File: src/design/wsp_pkg.sv
`default_nettype none

package wsp_pkg;

   // result kinds
   typedef enum logic [1:0] {
      KIND_SAMPLE = 2'd0,
      KIND_DATA   = 2'd1,
      KIND_ERROR  = 2'd2
   } kind_type;

   // error codes
   localparam logic [1:0] ERR_NOT_RIFF    = 2'd0;
   localparam logic [1:0] ERR_NOT_WAVE    = 2'd1;
   localparam logic [1:0] ERR_UNSUPPORTED = 2'd2;
   localparam logic [1:0] ERR_NO_DATA     = 2'd3;

   // little-endian chunk tags, first byte in bits 7:0
   localparam logic [31:0] TAG_RIFF = 32'h4646_4952;
   localparam logic [31:0] TAG_WAVE = 32'h4556_4157;
   localparam logic [31:0] TAG_FMT  = 32'h2074_6D66;
   localparam logic [31:0] TAG_DATA = 32'h6174_6164;

   localparam logic [15:0] PCM_FORMAT     = 16'd1;
   localparam logic [15:0] PCM_BITS       = 16'd16;
   localparam logic [15:0] MAX_CHANNELS   = 16'd2;
   localparam logic [31:0] FMT_BODY_BYTES = 32'd16;

   localparam logic [8:0] GAIN_RESET = 9'd128;
   localparam logic [8:0] GAIN_UNITY = 9'd256;

   localparam logic signed [17:0] SAMPLE_MAX = 18'sd32767;
   localparam logic signed [17:0] SAMPLE_MIN = -18'sd32768;

   // one parsed result, before gain
   typedef struct packed {
      logic               valid;
      kind_type           kind;
      logic signed [15:0] sample;
      logic               channel_index;
      logic [1:0]         channel_count;
      logic [1:0]         error_code;
      logic               final_sample;
   } parse_result_type;

endpackage

`default_nettype wire

File: src/design/wsp_ifs.sv
`default_nettype none

interface wsp_req_if;
   logic       valid;
   logic       ready;
   logic [7:0] data_byte;
   logic       stream_end;

   modport source (output valid, output data_byte, output stream_end, input ready);
   modport sink   (input valid, input data_byte, input stream_end, output ready);
endinterface

interface wsp_rsp_if;
   logic               valid;
   logic               ready;
   logic [1:0]         kind;
   logic signed [15:0] sample_out;
   logic               channel_index;
   logic [1:0]         channel_count;
   logic [1:0]         error_code;
   logic               final_sample;

   modport source (output valid, output kind, output sample_out, output channel_index,
                   output channel_count, output error_code, output final_sample,
                   input ready);
   modport sink   (input valid, input kind, input sample_out, input channel_index,
                   input channel_count, input error_code, input final_sample,
                   output ready);
endinterface

`default_nettype wire

File: src/design/wsp_parser.sv
`default_nettype none

// RIFF/WAVE header walker and sample assembler; one byte per accepted item.
module wsp_parser (
   input  wire logic                      clock,
   input  wire logic                      reset,
   input  wire logic                      accept,
   input  wire logic [7:0]                data_byte,
   input  wire logic                      stream_end,
   output wsp_pkg::parse_result_type      result
);

   typedef enum logic [3:0] {
      PH_RIFF_TAG   = 4'd0,
      PH_RIFF_SIZE  = 4'd1,
      PH_WAVE_TAG   = 4'd2,
      PH_CHUNK_ID   = 4'd3,
      PH_CHUNK_SIZE = 4'd4,
      PH_FMT_BODY   = 4'd5,
      PH_SKIP       = 4'd6,
      PH_DATA       = 4'd7,
      PH_IDLE       = 4'd8
   } phase_type;

   phase_type   phase_ff, phase_in;
   logic [3:0]  count_ff, count_in;
   logic [31:0] tag_ff, tag_in;
   logic [31:0] size_ff, size_in;
   logic [31:0] skip_ff, skip_in;
   logic [15:0] format_ff, format_in;
   logic [15:0] bits_ff, bits_in;
   logic [15:0] chans_ff, chans_in;
   logic [31:0] left_ff, left_in;
   logic [7:0]  low_ff, low_in;
   logic        toggle_ff, toggle_in;

   always_comb begin
      phase_in  = phase_ff;
      count_in  = count_ff;
      tag_in    = tag_ff;
      size_in   = size_ff;
      skip_in   = skip_ff;
      format_in = format_ff;
      bits_in   = bits_ff;
      chans_in  = chans_ff;
      left_in   = left_ff;
      low_in    = low_ff;
      toggle_in = toggle_ff;
      result    = '0;

      case (phase_ff)
         PH_RIFF_TAG, PH_WAVE_TAG, PH_CHUNK_ID: begin
            tag_in = {data_byte, tag_ff[31:8]};
            if (count_ff == 4'd3) begin
               count_in = '0;
               case (phase_ff)
                  PH_RIFF_TAG: begin
                     if (tag_in != wsp_pkg::TAG_RIFF) begin
                        result.valid      = 1'b1;
                        result.kind       = wsp_pkg::KIND_ERROR;
                        result.error_code = wsp_pkg::ERR_NOT_RIFF;
                        phase_in          = PH_IDLE;
                     end else begin
                        phase_in = PH_RIFF_SIZE;
                     end
                  end
                  PH_WAVE_TAG: begin
                     if (tag_in != wsp_pkg::TAG_WAVE) begin
                        result.valid      = 1'b1;
                        result.kind       = wsp_pkg::KIND_ERROR;
                        result.error_code = wsp_pkg::ERR_NOT_WAVE;
                        phase_in          = PH_IDLE;
                     end else begin
                        phase_in = PH_CHUNK_ID;
                     end
                  end
                  default: phase_in = PH_CHUNK_SIZE;
               endcase
            end else begin
               count_in = count_ff + 4'd1;
            end
         end
         PH_RIFF_SIZE: begin
            if (count_ff == 4'd3) begin
               count_in = '0;
               phase_in = PH_WAVE_TAG;
            end else begin
               count_in = count_ff + 4'd1;
            end
         end
         PH_CHUNK_SIZE: begin
            size_in = {data_byte, size_ff[31:8]};
            if (count_ff == 4'd3) begin
               count_in = '0;
               if (tag_ff == wsp_pkg::TAG_FMT) begin
                  if (size_in < wsp_pkg::FMT_BODY_BYTES) begin
                     result.valid      = 1'b1;
                     result.kind       = wsp_pkg::KIND_ERROR;
                     result.error_code = wsp_pkg::ERR_UNSUPPORTED;
                     phase_in          = PH_IDLE;
                  end else begin
                     skip_in  = size_in - wsp_pkg::FMT_BODY_BYTES;
                     phase_in = PH_FMT_BODY;
                  end
               end else if (tag_ff == wsp_pkg::TAG_DATA) begin
                  left_in              = size_in;
                  toggle_in            = 1'b0;
                  result.valid         = 1'b1;
                  result.kind          = wsp_pkg::KIND_DATA;
                  result.channel_count = chans_ff[1:0];
                  phase_in             = PH_DATA;
               end else begin
                  skip_in  = size_in;
                  phase_in = (size_in != '0) ? PH_SKIP : PH_CHUNK_ID;
               end
            end else begin
               count_in = count_ff + 4'd1;
            end
         end
         PH_FMT_BODY: begin
            case (count_ff)
               4'd0:    format_in = {format_ff[15:8], data_byte};
               4'd1:    format_in = {data_byte, format_ff[7:0]};
               4'd2:    chans_in  = {chans_ff[15:8], data_byte};
               4'd3:    chans_in  = {data_byte, chans_ff[7:0]};
               4'd14:   bits_in   = {bits_ff[15:8], data_byte};
               4'd15:   bits_in   = {data_byte, bits_ff[7:0]};
               default: ;
            endcase
            count_in = count_ff + 4'd1;
            if (count_ff == 4'd15) begin
               if (format_in != wsp_pkg::PCM_FORMAT || bits_in != wsp_pkg::PCM_BITS ||
                   chans_in > wsp_pkg::MAX_CHANNELS) begin
                  result.valid      = 1'b1;
                  result.kind       = wsp_pkg::KIND_ERROR;
                  result.error_code = wsp_pkg::ERR_UNSUPPORTED;
                  phase_in          = PH_IDLE;
               end else begin
                  phase_in = (skip_ff != '0) ? PH_SKIP : PH_CHUNK_ID;
               end
            end
         end
         PH_SKIP: begin
            if (skip_ff != '0) begin
               skip_in = skip_ff - 32'd1;
            end
            if (skip_in == '0) begin
               phase_in = PH_CHUNK_ID;
            end
         end
         PH_DATA: begin
            if (left_ff != '0) begin
               left_in = left_ff - 32'd1;
               if (!count_ff[0]) begin
                  low_in   = data_byte;
                  count_in = 4'd1;
               end else begin
                  count_in             = '0;
                  result.valid         = 1'b1;
                  result.kind          = wsp_pkg::KIND_SAMPLE;
                  result.sample        = {data_byte, low_ff};
                  result.channel_index = toggle_ff;
                  result.final_sample  = (left_in[31:1] == '0);
                  toggle_in            = (chans_ff == wsp_pkg::MAX_CHANNELS) ? ~toggle_ff
                                                                              : 1'b0;
               end
            end
         end
         default: ;
      endcase

      if (stream_end) begin
         // truncated file: report what was missing
         if (!result.valid && phase_in != PH_DATA && phase_in != PH_IDLE) begin
            result.valid = 1'b1;
            result.kind  = wsp_pkg::KIND_ERROR;
            case (phase_in)
               PH_RIFF_TAG:               result.error_code = wsp_pkg::ERR_NOT_RIFF;
               PH_RIFF_SIZE, PH_WAVE_TAG: result.error_code = wsp_pkg::ERR_NOT_WAVE;
               default:                   result.error_code = wsp_pkg::ERR_NO_DATA;
            endcase
         end
         phase_in  = PH_RIFF_TAG;
         count_in  = '0;
         tag_in    = '0;
         size_in   = '0;
         skip_in   = '0;
         format_in = '0;
         bits_in   = '0;
         chans_in  = '0;
         left_in   = '0;
         low_in    = '0;
         toggle_in = 1'b0;
      end
   end

   always_ff @(posedge clock) begin
      if (reset) begin
         phase_ff  <= PH_RIFF_TAG;
         count_ff  <= '0;
         tag_ff    <= '0;
         size_ff   <= '0;
         skip_ff   <= '0;
         format_ff <= '0;
         bits_ff   <= '0;
         chans_ff  <= '0;
         left_ff   <= '0;
         low_ff    <= '0;
         toggle_ff <= 1'b0;
      end else if (accept) begin
         phase_ff  <= phase_in;
         count_ff  <= count_in;
         tag_ff    <= tag_in;
         size_ff   <= size_in;
         skip_ff   <= skip_in;
         format_ff <= format_in;
         bits_ff   <= bits_in;
         chans_ff  <= chans_in;
         left_ff   <= left_in;
         low_ff    <= low_in;
         toggle_ff <= toggle_in;
      end
   end

   // file end always restarts the parse
   a_end_restarts: assert property (@(posedge clock) disable iff (reset)
      accept && stream_end |=> phase_ff == PH_RIFF_TAG && count_ff == '0 && chans_ff == '0)
      else $error("parser not restarted after stream end");

   // samples only come out of the data chunk
   a_sample_in_data: assert property (@(posedge clock) disable iff (reset)
      result.valid && result.kind == wsp_pkg::KIND_SAMPLE |-> phase_ff == PH_DATA)
      else $error("sample outside data chunk");

   // exhausted data chunk yields nothing but a possible restart
   a_data_done_quiet: assert property (@(posedge clock) disable iff (reset)
      phase_ff == PH_DATA && left_ff == '0 |-> !result.valid)
      else $error("result after data chunk ended");

endmodule

`default_nettype wire

File: src/design/wsp_scale.sv
`default_nettype none

// sample * gain / 256, truncated toward zero, clamped to 16 bits
module wsp_scale (
   input  wire logic signed [15:0] sample,
   input  wire logic [8:0]         gain,
   output      logic signed [15:0] scaled
);

   logic [8:0]         gain_eff;
   logic signed [25:0] product;
   logic signed [25:0] biased;
   logic signed [17:0] quot;

   always_comb begin
      gain_eff = gain[8] ? wsp_pkg::GAIN_UNITY : gain;
      product  = sample * $signed({1'b0, gain_eff});
      // negative products round up before the shift
      biased   = product + (product[25] ? 26'sd255 : 26'sd0);
      quot     = biased[25:8];
      if (quot > wsp_pkg::SAMPLE_MAX) begin
         scaled = wsp_pkg::SAMPLE_MAX[15:0];
      end else if (quot < wsp_pkg::SAMPLE_MIN) begin
         scaled = wsp_pkg::SAMPLE_MIN[15:0];
      end else begin
         scaled = quot[15:0];
      end
   end

endmodule

`default_nettype wire

File: src/design/wav_stream_parse_and_gain.sv
// WAV byte-stream parser with 16-bit PCM volume control.
// req_chan: one file byte per item (data_byte) plus stream_end on the last
//    byte. The parser checks RIFF/WAVE, walks chunks, validates the fmt chunk
//    and then turns each little-endian sample pair into one scaled sample.
// rsp_chan: zero or one item per input byte: kind 1 when the data chunk is
//    found (with channel_count), kind 0 per scaled sample (channel_index,
//    final_sample), kind 2 on error (error_code).
// csr_wr_en/csr_wr_data: gain in 1/256 steps, 256 is unity, larger acts as
//    256. Write only while the block is idle.
// Throughput: one byte per cycle while the output is not stalled. The parser
//    state advances on the accept edge; the result goes into a stage register
//    and the gain multiply sits between that register and the output register.
// Path: a result is caught in the stage register at the byte's accept edge,
//    then shows on rsp_chan.valid from the output register until taken.
// Stall: the two registers form a pipeline; while rsp_chan.ready is low an
//    empty stage keeps taking bytes until one yields a result, then
//    req_chan.ready drops.
// Reset: parser back to expecting a RIFF tag, gain to 128, pipeline empty.
//    stream_end also restarts the parser (gain kept).
`default_nettype none

module wav_stream_parse_and_gain (
   input  wire logic   clock,
   input  wire logic   reset,
   wsp_req_if.sink     req_chan,
   wsp_rsp_if.source   rsp_chan,
   input  wire logic       csr_wr_en,
   input  wire logic [8:0] csr_wr_data
);

   logic [8:0] gain_ff;

   wsp_pkg::parse_result_type parsed;
   wsp_pkg::parse_result_type stage_ff, stage_in;
   logic                      stage_valid_ff;

   logic               out_valid_ff;
   logic [1:0]         out_kind_ff;
   logic signed [15:0] out_sample_ff;
   logic               out_index_ff;
   logic [1:0]         out_count_ff;
   logic [1:0]         out_error_ff;
   logic               out_final_ff;

   logic               accept;
   logic               out_load;
   logic               stage_load;
   logic signed [15:0] scaled;

   // output register frees on take; stage frees when it moves on
   assign out_load       = !out_valid_ff || rsp_chan.ready;
   assign stage_load     = !stage_valid_ff || out_load;
   assign req_chan.ready = stage_load;
   assign accept         = req_chan.valid && stage_load;

   always_ff @(posedge clock) begin
      if (reset) begin
         gain_ff <= wsp_pkg::GAIN_RESET;
      end else if (csr_wr_en) begin
         gain_ff <= csr_wr_data;
      end
   end

   wsp_parser u_parser (
      .clock      (clock),
      .reset      (reset),
      .accept     (accept),
      .data_byte  (req_chan.data_byte),
      .stream_end (req_chan.stream_end),
      .result     (parsed)
   );

   // byte with no result leaves a bubble
   always_comb begin
      stage_in       = parsed;
      stage_in.valid = accept && parsed.valid;
   end

   always_ff @(posedge clock) begin
      if (reset) begin
         stage_valid_ff <= 1'b0;
      end else if (stage_load) begin
         stage_valid_ff <= stage_in.valid;
      end
      if (stage_load) begin
         stage_ff <= stage_in;
      end
   end

   wsp_scale u_scale (
      .sample (stage_ff.sample),
      .gain   (gain_ff),
      .scaled (scaled)
   );

   always_ff @(posedge clock) begin
      if (reset) begin
         out_valid_ff <= 1'b0;
      end else if (out_load) begin
         out_valid_ff <= stage_valid_ff;
      end
      if (out_load) begin
         out_kind_ff   <= stage_ff.kind;
         out_sample_ff <= scaled;
         out_index_ff  <= stage_ff.channel_index;
         out_count_ff  <= stage_ff.channel_count;
         out_error_ff  <= stage_ff.error_code;
         out_final_ff  <= stage_ff.final_sample;
      end
   end

   assign rsp_chan.valid         = out_valid_ff;
   assign rsp_chan.kind          = out_kind_ff;
   assign rsp_chan.sample_out    = out_sample_ff;
   assign rsp_chan.channel_index = out_index_ff;
   assign rsp_chan.channel_count = out_count_ff;
   assign rsp_chan.error_code    = out_error_ff;
   assign rsp_chan.final_sample  = out_final_ff;

   // a full stage held behind a stalled output keeps its item
   a_stage_holds: assert property (@(posedge clock) disable iff (reset)
      stage_valid_ff && !out_load |=> stage_valid_ff && $stable(stage_ff))
      else $error("pipeline stage lost an item under stall");

   // nothing enters while both registers are full and stalled
   a_no_overrun: assert property (@(posedge clock) disable iff (reset)
      stage_valid_ff && out_valid_ff && !rsp_chan.ready |-> !accept)
      else $error("byte accepted into a full pipeline");

endmodule

`default_nettype wire
File: src/flat_wrapper.sv
// flat-port wrapper written by rule: the top's interface ports become plain ports
module wav_stream_parse_and_gain_flat 
  (clock, reset, csr_wr_en, csr_wr_data, req_chan_valid, req_chan_data_byte, req_chan_stream_end, req_chan_ready, rsp_chan_valid, rsp_chan_kind, rsp_chan_sample_out, rsp_chan_channel_index, rsp_chan_channel_count, rsp_chan_error_code, rsp_chan_final_sample, rsp_chan_ready);
  wsp_req_if req_chan_i ();
  wsp_rsp_if rsp_chan_i ();
  input  wire logic clock;
  input  wire logic reset;
  input  wire logic csr_wr_en;
  input  wire logic [8:0] csr_wr_data;
  input wire logic [$bits(req_chan_i.valid)-1:0] req_chan_valid;
  input wire logic [$bits(req_chan_i.data_byte)-1:0] req_chan_data_byte;
  input wire logic [$bits(req_chan_i.stream_end)-1:0] req_chan_stream_end;
  output wire logic [$bits(req_chan_i.ready)-1:0] req_chan_ready;
  output wire logic [$bits(rsp_chan_i.valid)-1:0] rsp_chan_valid;
  output wire logic [$bits(rsp_chan_i.kind)-1:0] rsp_chan_kind;
  output wire logic [$bits(rsp_chan_i.sample_out)-1:0] rsp_chan_sample_out;
  output wire logic [$bits(rsp_chan_i.channel_index)-1:0] rsp_chan_channel_index;
  output wire logic [$bits(rsp_chan_i.channel_count)-1:0] rsp_chan_channel_count;
  output wire logic [$bits(rsp_chan_i.error_code)-1:0] rsp_chan_error_code;
  output wire logic [$bits(rsp_chan_i.final_sample)-1:0] rsp_chan_final_sample;
  input wire logic [$bits(rsp_chan_i.ready)-1:0] rsp_chan_ready;
  assign req_chan_i.valid = req_chan_valid;
  assign req_chan_i.data_byte = req_chan_data_byte;
  assign req_chan_i.stream_end = req_chan_stream_end;
  assign req_chan_ready = req_chan_i.ready;
  assign rsp_chan_valid = rsp_chan_i.valid;
  assign rsp_chan_kind = rsp_chan_i.kind;
  assign rsp_chan_sample_out = rsp_chan_i.sample_out;
  assign rsp_chan_channel_index = rsp_chan_i.channel_index;
  assign rsp_chan_channel_count = rsp_chan_i.channel_count;
  assign rsp_chan_error_code = rsp_chan_i.error_code;
  assign rsp_chan_final_sample = rsp_chan_i.final_sample;
  assign rsp_chan_i.ready = rsp_chan_ready;
  wav_stream_parse_and_gain u_core (.clock(clock), .reset(reset), .req_chan(req_chan_i), .rsp_chan(rsp_chan_i), .csr_wr_en(csr_wr_en), .csr_wr_data(csr_wr_data));
endmodule
File: config.mk
export PLATFORM = sky130hd
export DESIGN_NAME = wav_stream_parse_and_gain_flat
export DESIGN_NICKNAME = d
export VERILOG_FILES = /design/src/design/wsp_pkg.sv /design/src/design/wsp_ifs.sv /design/src/design/wsp_parser.sv /design/src/design/wsp_scale.sv /design/src/design/wav_stream_parse_and_gain.sv /design/src/flat_wrapper.sv
export SDC_FILE = /design/constraint.sdc
export NUM_CORES = 1
export LEC_CHECK = 0
export ABC_CLOCK_PERIOD_IN_PS = 9600
export BUFFER_PORTS_ARGS = -buffer_cell sky130_fd_sc_hd__buf_4
export CAP_MARGIN = 10
export CORE_ASPECT_RATIO = 1.4
export CORE_MARGIN = 2
export CORE_UTILIZATION = 40
export DETAILED_ROUTE_END_ITERATION = 6
export GPL_ROUTABILITY_DRIVEN = 0
export PLACE_DENSITY = 0.57
export SLEW_MARGIN = 30
export SYNTH_ARGS = -nofsm -noshare
export SYNTH_HDL_FRONTEND = slang
export SYNTH_SLANG_ARGS = --single-unit
File: constraint.sdc
create_clock -name clock -period 9.6 [get_ports clock]
set_input_delay 1.92 -clock clock [delete_from_list [all_inputs] [get_ports clock]]
set_output_delay 1.92 -clock clock [all_outputs]
set_load 0.05 [all_outputs]
==> metrics.log <==
[metrics] result of the run: complete, no violations
[metrics] number of antenna repair diodes: 0
[metrics] power density over cell area: ~120 nW/um^2
[metrics] Max rail drop VDD: 0.000136 V
[metrics] count of final max-slew check failures: 0
[metrics] Sw Ratio: 27.1%
[metrics] Largest stage delay, worst path: 0.64 ns
[metrics] DRC viols: 0
[metrics] crit-path max FO: 16
[metrics] most common library cells after synthesis: 282 x sky130_fd_sc_hd__nor2_1, 215 x sky130_fd_sc_hd__nand2_1, 196 x sky130_fd_sc_hd__dfxtp_1, 184 x sky130_fd_sc_hd__inv_1, 130 x sky130_fd_sc_hd__clkbuf_1
[metrics] DP Wirelength: 40600 um
[metrics] period utilization: 89.3%
[metrics] floorplan die height: 264 um
[metrics] Final Hold Vio Count: 0
[metrics] combined area of all synthesized cells: 19300 um^2
[metrics] final antenna-violating net count: 0
[metrics] GRT Resource Usage Total: 22.0%
[metrics] # hold bufs at CTS: 0
[metrics] Root Buffer: sky130_fd_sc_hd__clkbuf_16
[metrics] number of flip-flops and latches in the synthesized netlist: ~240
[metrics] count of synthesis-stage warnings from yosys: 0
[metrics] Max transition margin: 42.6%
[metrics] floorplan core area: 47900 um^2
[metrics] FFs w/ async S/R, synth: 0%
[metrics] die area: 50100 um^2
[metrics] final routed wire length divided by cell count: ~19 um
[metrics] count leader, synth: sky130_fd_sc_hd__nor2_1
[metrics] total number of clock tree sinks: 244
[metrics] fraction of power consumed by sequential logic: 43.2%
[metrics] switching component of the power: roughly 680 uW
[metrics] Crit Path Category: register to register
[metrics] met1 usage in global routing: 25.6%
[metrics] RSZ-0062 raised after global routing: false
[metrics] max-cap check violation count: 0
[metrics] port bufs: 48
[metrics] Cells after Synth: roughly 2400
[metrics] global-route wire length before repair: between 80000 and 90000 um
[metrics] clock group share of total power: 45.3%
[metrics] pin count of the biggest net entering global routing: 104
[metrics] net count after synthesis: 2562
[metrics] net total in the final layout: 2505
[metrics] share of synthesized area occupied by flip-flops and latches: between 20% and 30%
[metrics] top_reg_cell synth: sky130_fd_sc_hd__dfxtp_1
[metrics] combinational share of power: 11.5%
[metrics] DR vias/cell: 5.69
[metrics] Setup Skew: between 0.03 and 0.04 ns
[metrics] starting density of the core: 40.4%
[metrics] Sum Neg Setup Slack: 0 ns
[metrics] layer with the highest usage after global routing: met2
[metrics] clock tree from TritonCTS: yes
[metrics] CTS resizes: 0
[metrics] # Post-CTS Setup Buffers: 0
[metrics] maximum operating frequency: 117 MHz
[metrics] detailed router's first-iteration violation count: just over 1000
[metrics] via count of the routed design: 16800
[metrics] met3 GRT Util: 2.67%
[metrics] number of ports placed on the die boundary: a little under 50
[metrics] critical path endpoint category: register
[metrics] Clock Tree Buf Depth: 3
[metrics] met2 Track Usage GR: between 40% and 50%
[metrics] P_leak: 0.00879 uW
[metrics] class of the tightest hold or removal check: register to register
[metrics] Cell Int Power: 1820 uW
[metrics] final-layout worst hold slack: 0.387 ns
[metrics] Cell Rows: 95
[metrics] CP Data Required Time: 9.91 ns
[metrics] data arrival at the endpoint of the critical path: 8.88 ns
[metrics] overflow left after global routing: 0
[metrics] cts bufs inserted: 28
[metrics] Final setup violation count: 0
[metrics] antenna violations before repair: 0
[metrics] Filler Cell Count: between 4000 and 5000
[metrics] average size of a mapped cell: 8.22 um^2
[metrics] nature of the critical path startpoint: register
[metrics] share of Yosys cell area claimed by the top area cell type: around 20%
[metrics] Least-Margin Pin Slew: around 0.86 ns
[metrics] CTS H-tree depth: 1
[metrics] clock latency on the worst-skew pair: 0.59 ns
[metrics] cell with the largest stage delay on the worst path: sky130_fd_sc_hd__nor2b_1
[metrics] worst reg2reg setup slack: 1.03 ns
[metrics] clk slew on worst S/H paths: 0.07 ns
[metrics] most repeated library cell on the critical path: sky130_fd_sc_hd__fa_1
[metrics] proportion of layout cells with a drive suffix above 1: 7.39%
[metrics] 1st-pass router iterations: 5
[metrics] number of global-route vias before repair: 16700
[metrics] number of flops mapped to enable cells by yosys: between 40 and 50
[metrics] shortest period the worst path allows: 8.57 ns
[metrics] drt total wl: 55500 um
[metrics] largest area contributor in the synthesized netlist: sky130_fd_sc_hd__dfxtp_1
[metrics] number of distinct library cells after synthesis: 97
[metrics] layout-stage area growth over the synthesis result: 8.80%
[metrics] die span in x: 190 um
[metrics] top cells by area in the synthesized netlist: sky130_fd_sc_hd__dfxtp_1 20%, sky130_fd_sc_hd__fa_1 13%, sky130_fd_sc_hd__edfxtp_1 7.5%
-- kinds of logic (layout without fill, tap and decap cells) --
logic type | Yosys count | count (layout) | share of synthesized area, %
multiplexers | 27 | 27 | 1.40
flip-flops | 244 | 244 | 27.7
AO/OA/AOI/OAI | 494 | 494 | 16.9
XOR/XNOR | 100 | 100 | 4.64
buffers and inverters | 342 | 304 | 6.85
adder cells (fa/ha/maj) | 188 | 188 | 16.9
AND/OR/NAND/NOR | 956 | 956 | 25.6
-- flip-flops by register name, indices dropped and copies added, names as in the netlist, 4 cells and up --
register                    count
u_core.u_parser.left_ff        32
u_core.u_parser.skip_ff        32
u_core.u_parser.tag_ff         32
u_core.stage_ff                24
u_core.u_parser.size_ff        24
u_core.rsp_chan.sample_out     16
u_core.u_parser.bits_ff        16
u_core.u_parser.chans_ff       16
u_core.u_parser.format_ff      16
u_core.gain_ff                  9
u_core.u_parser.low_ff          8
u_core.u_parser.count_ff        4
u_core.u_parser.phase_ff        4
-- stage by stage --
stage               util, %  instances  total power (uW)  setup WS, ns  cell area, um^2
floorplan                 -       2351              1290          1.93            19300
global placement       41.9       2894              1380         0.903            20100
detailed placement     41.9       2894              1380         0.877            20100
CTS                    43.9       2943              2530         0.887            21000
global route           43.9       2943              2590         0.399            21000
finish                 43.9       2943              2490          1.03            21000
-- routing by layer --
| metal | vias to the layer above | part of all wire [%] |
|---|---|---|
| met5 | - | 0 |
| met3 | 98 | 4.3 |
| met1 | 8138 | 40 |
| li1 | 8089 | - |
| met4 | 0 | 2.6 |
| met2 | 433 | 53 |
-- layout make-up --
class / instances / area (um^2) / area share (%)
Sequential cell: 244 / 5370 / 25.5
Clock inverter: 11 / 158 / 0.749
Multi-Input combinational cell: 1765 / 12700 / 60.3
Clock buffer: 38 / 800 / 3.80
Timing Repair Buffer: 71 / 541 / 2.57
Inverter: 184 / 691 / 3.28
Tap cell: 630 / 788 / 3.75
-- critical path, delay by kind of cell (launching register included) --
family | cells | cell delay (ns)
flops | 1 | 0.49
xor+xnor | 1 | 0.15
compound gates | 10 | 2.07
buf+inv | 4 | 0.44
fa+ha+maj | 7 | 3.39
simple gates | 6 | 1.78
-- worst paths after layout --
check                                        start                             to  cells past startpoint
worst min register to register  u_core.stage_ff[0]   u_core.rsp_chan.final_sample                      0
worst max-delay path             u_core.gain_ff[8]  u_core.rsp_chan.sample_out[4]                     28
worst max register to register   u_core.gain_ff[8]  u_core.rsp_chan.sample_out[4]                     28
worst min-delay path            u_core.stage_ff[0]   u_core.rsp_chan.final_sample                      0
-- placed cells by master, fill, tap and decap left out, drive strengths merged, types with 8 or more instances in the layout --
cell    instances
nand2         215
a31oi           9
dfxtp         196
nor3           72
or4            23
ha             66
a22oi         125
nor2          283
mux2i          26
nor4           66
a21oi         115
xor2           45
edfxtp         48
buf            71
a21o           10
nor3b          13
clkbuf         38
or3            19
and3           13
or2             8
inv           187
nor2b          34
o31ai           9
nand2b         13
nor4b           9
and2           89
nand4          23
nand3          34
a211oi         15
xnor2          54
fa            122
o21ai         106
o211ai         27
-- power by group through the flow --
stage,Sequential (uW),Combinational (uW),Clock (uW)
after detailed placement,1100,284,0
final,1080,287,1130
after floorplan,1110,185,0
after global routing,1080,310,1200
after global placement,1100,281,0
after CTS,1080,285,1170
Note: power is estimated with default switching activity, not from simulation.
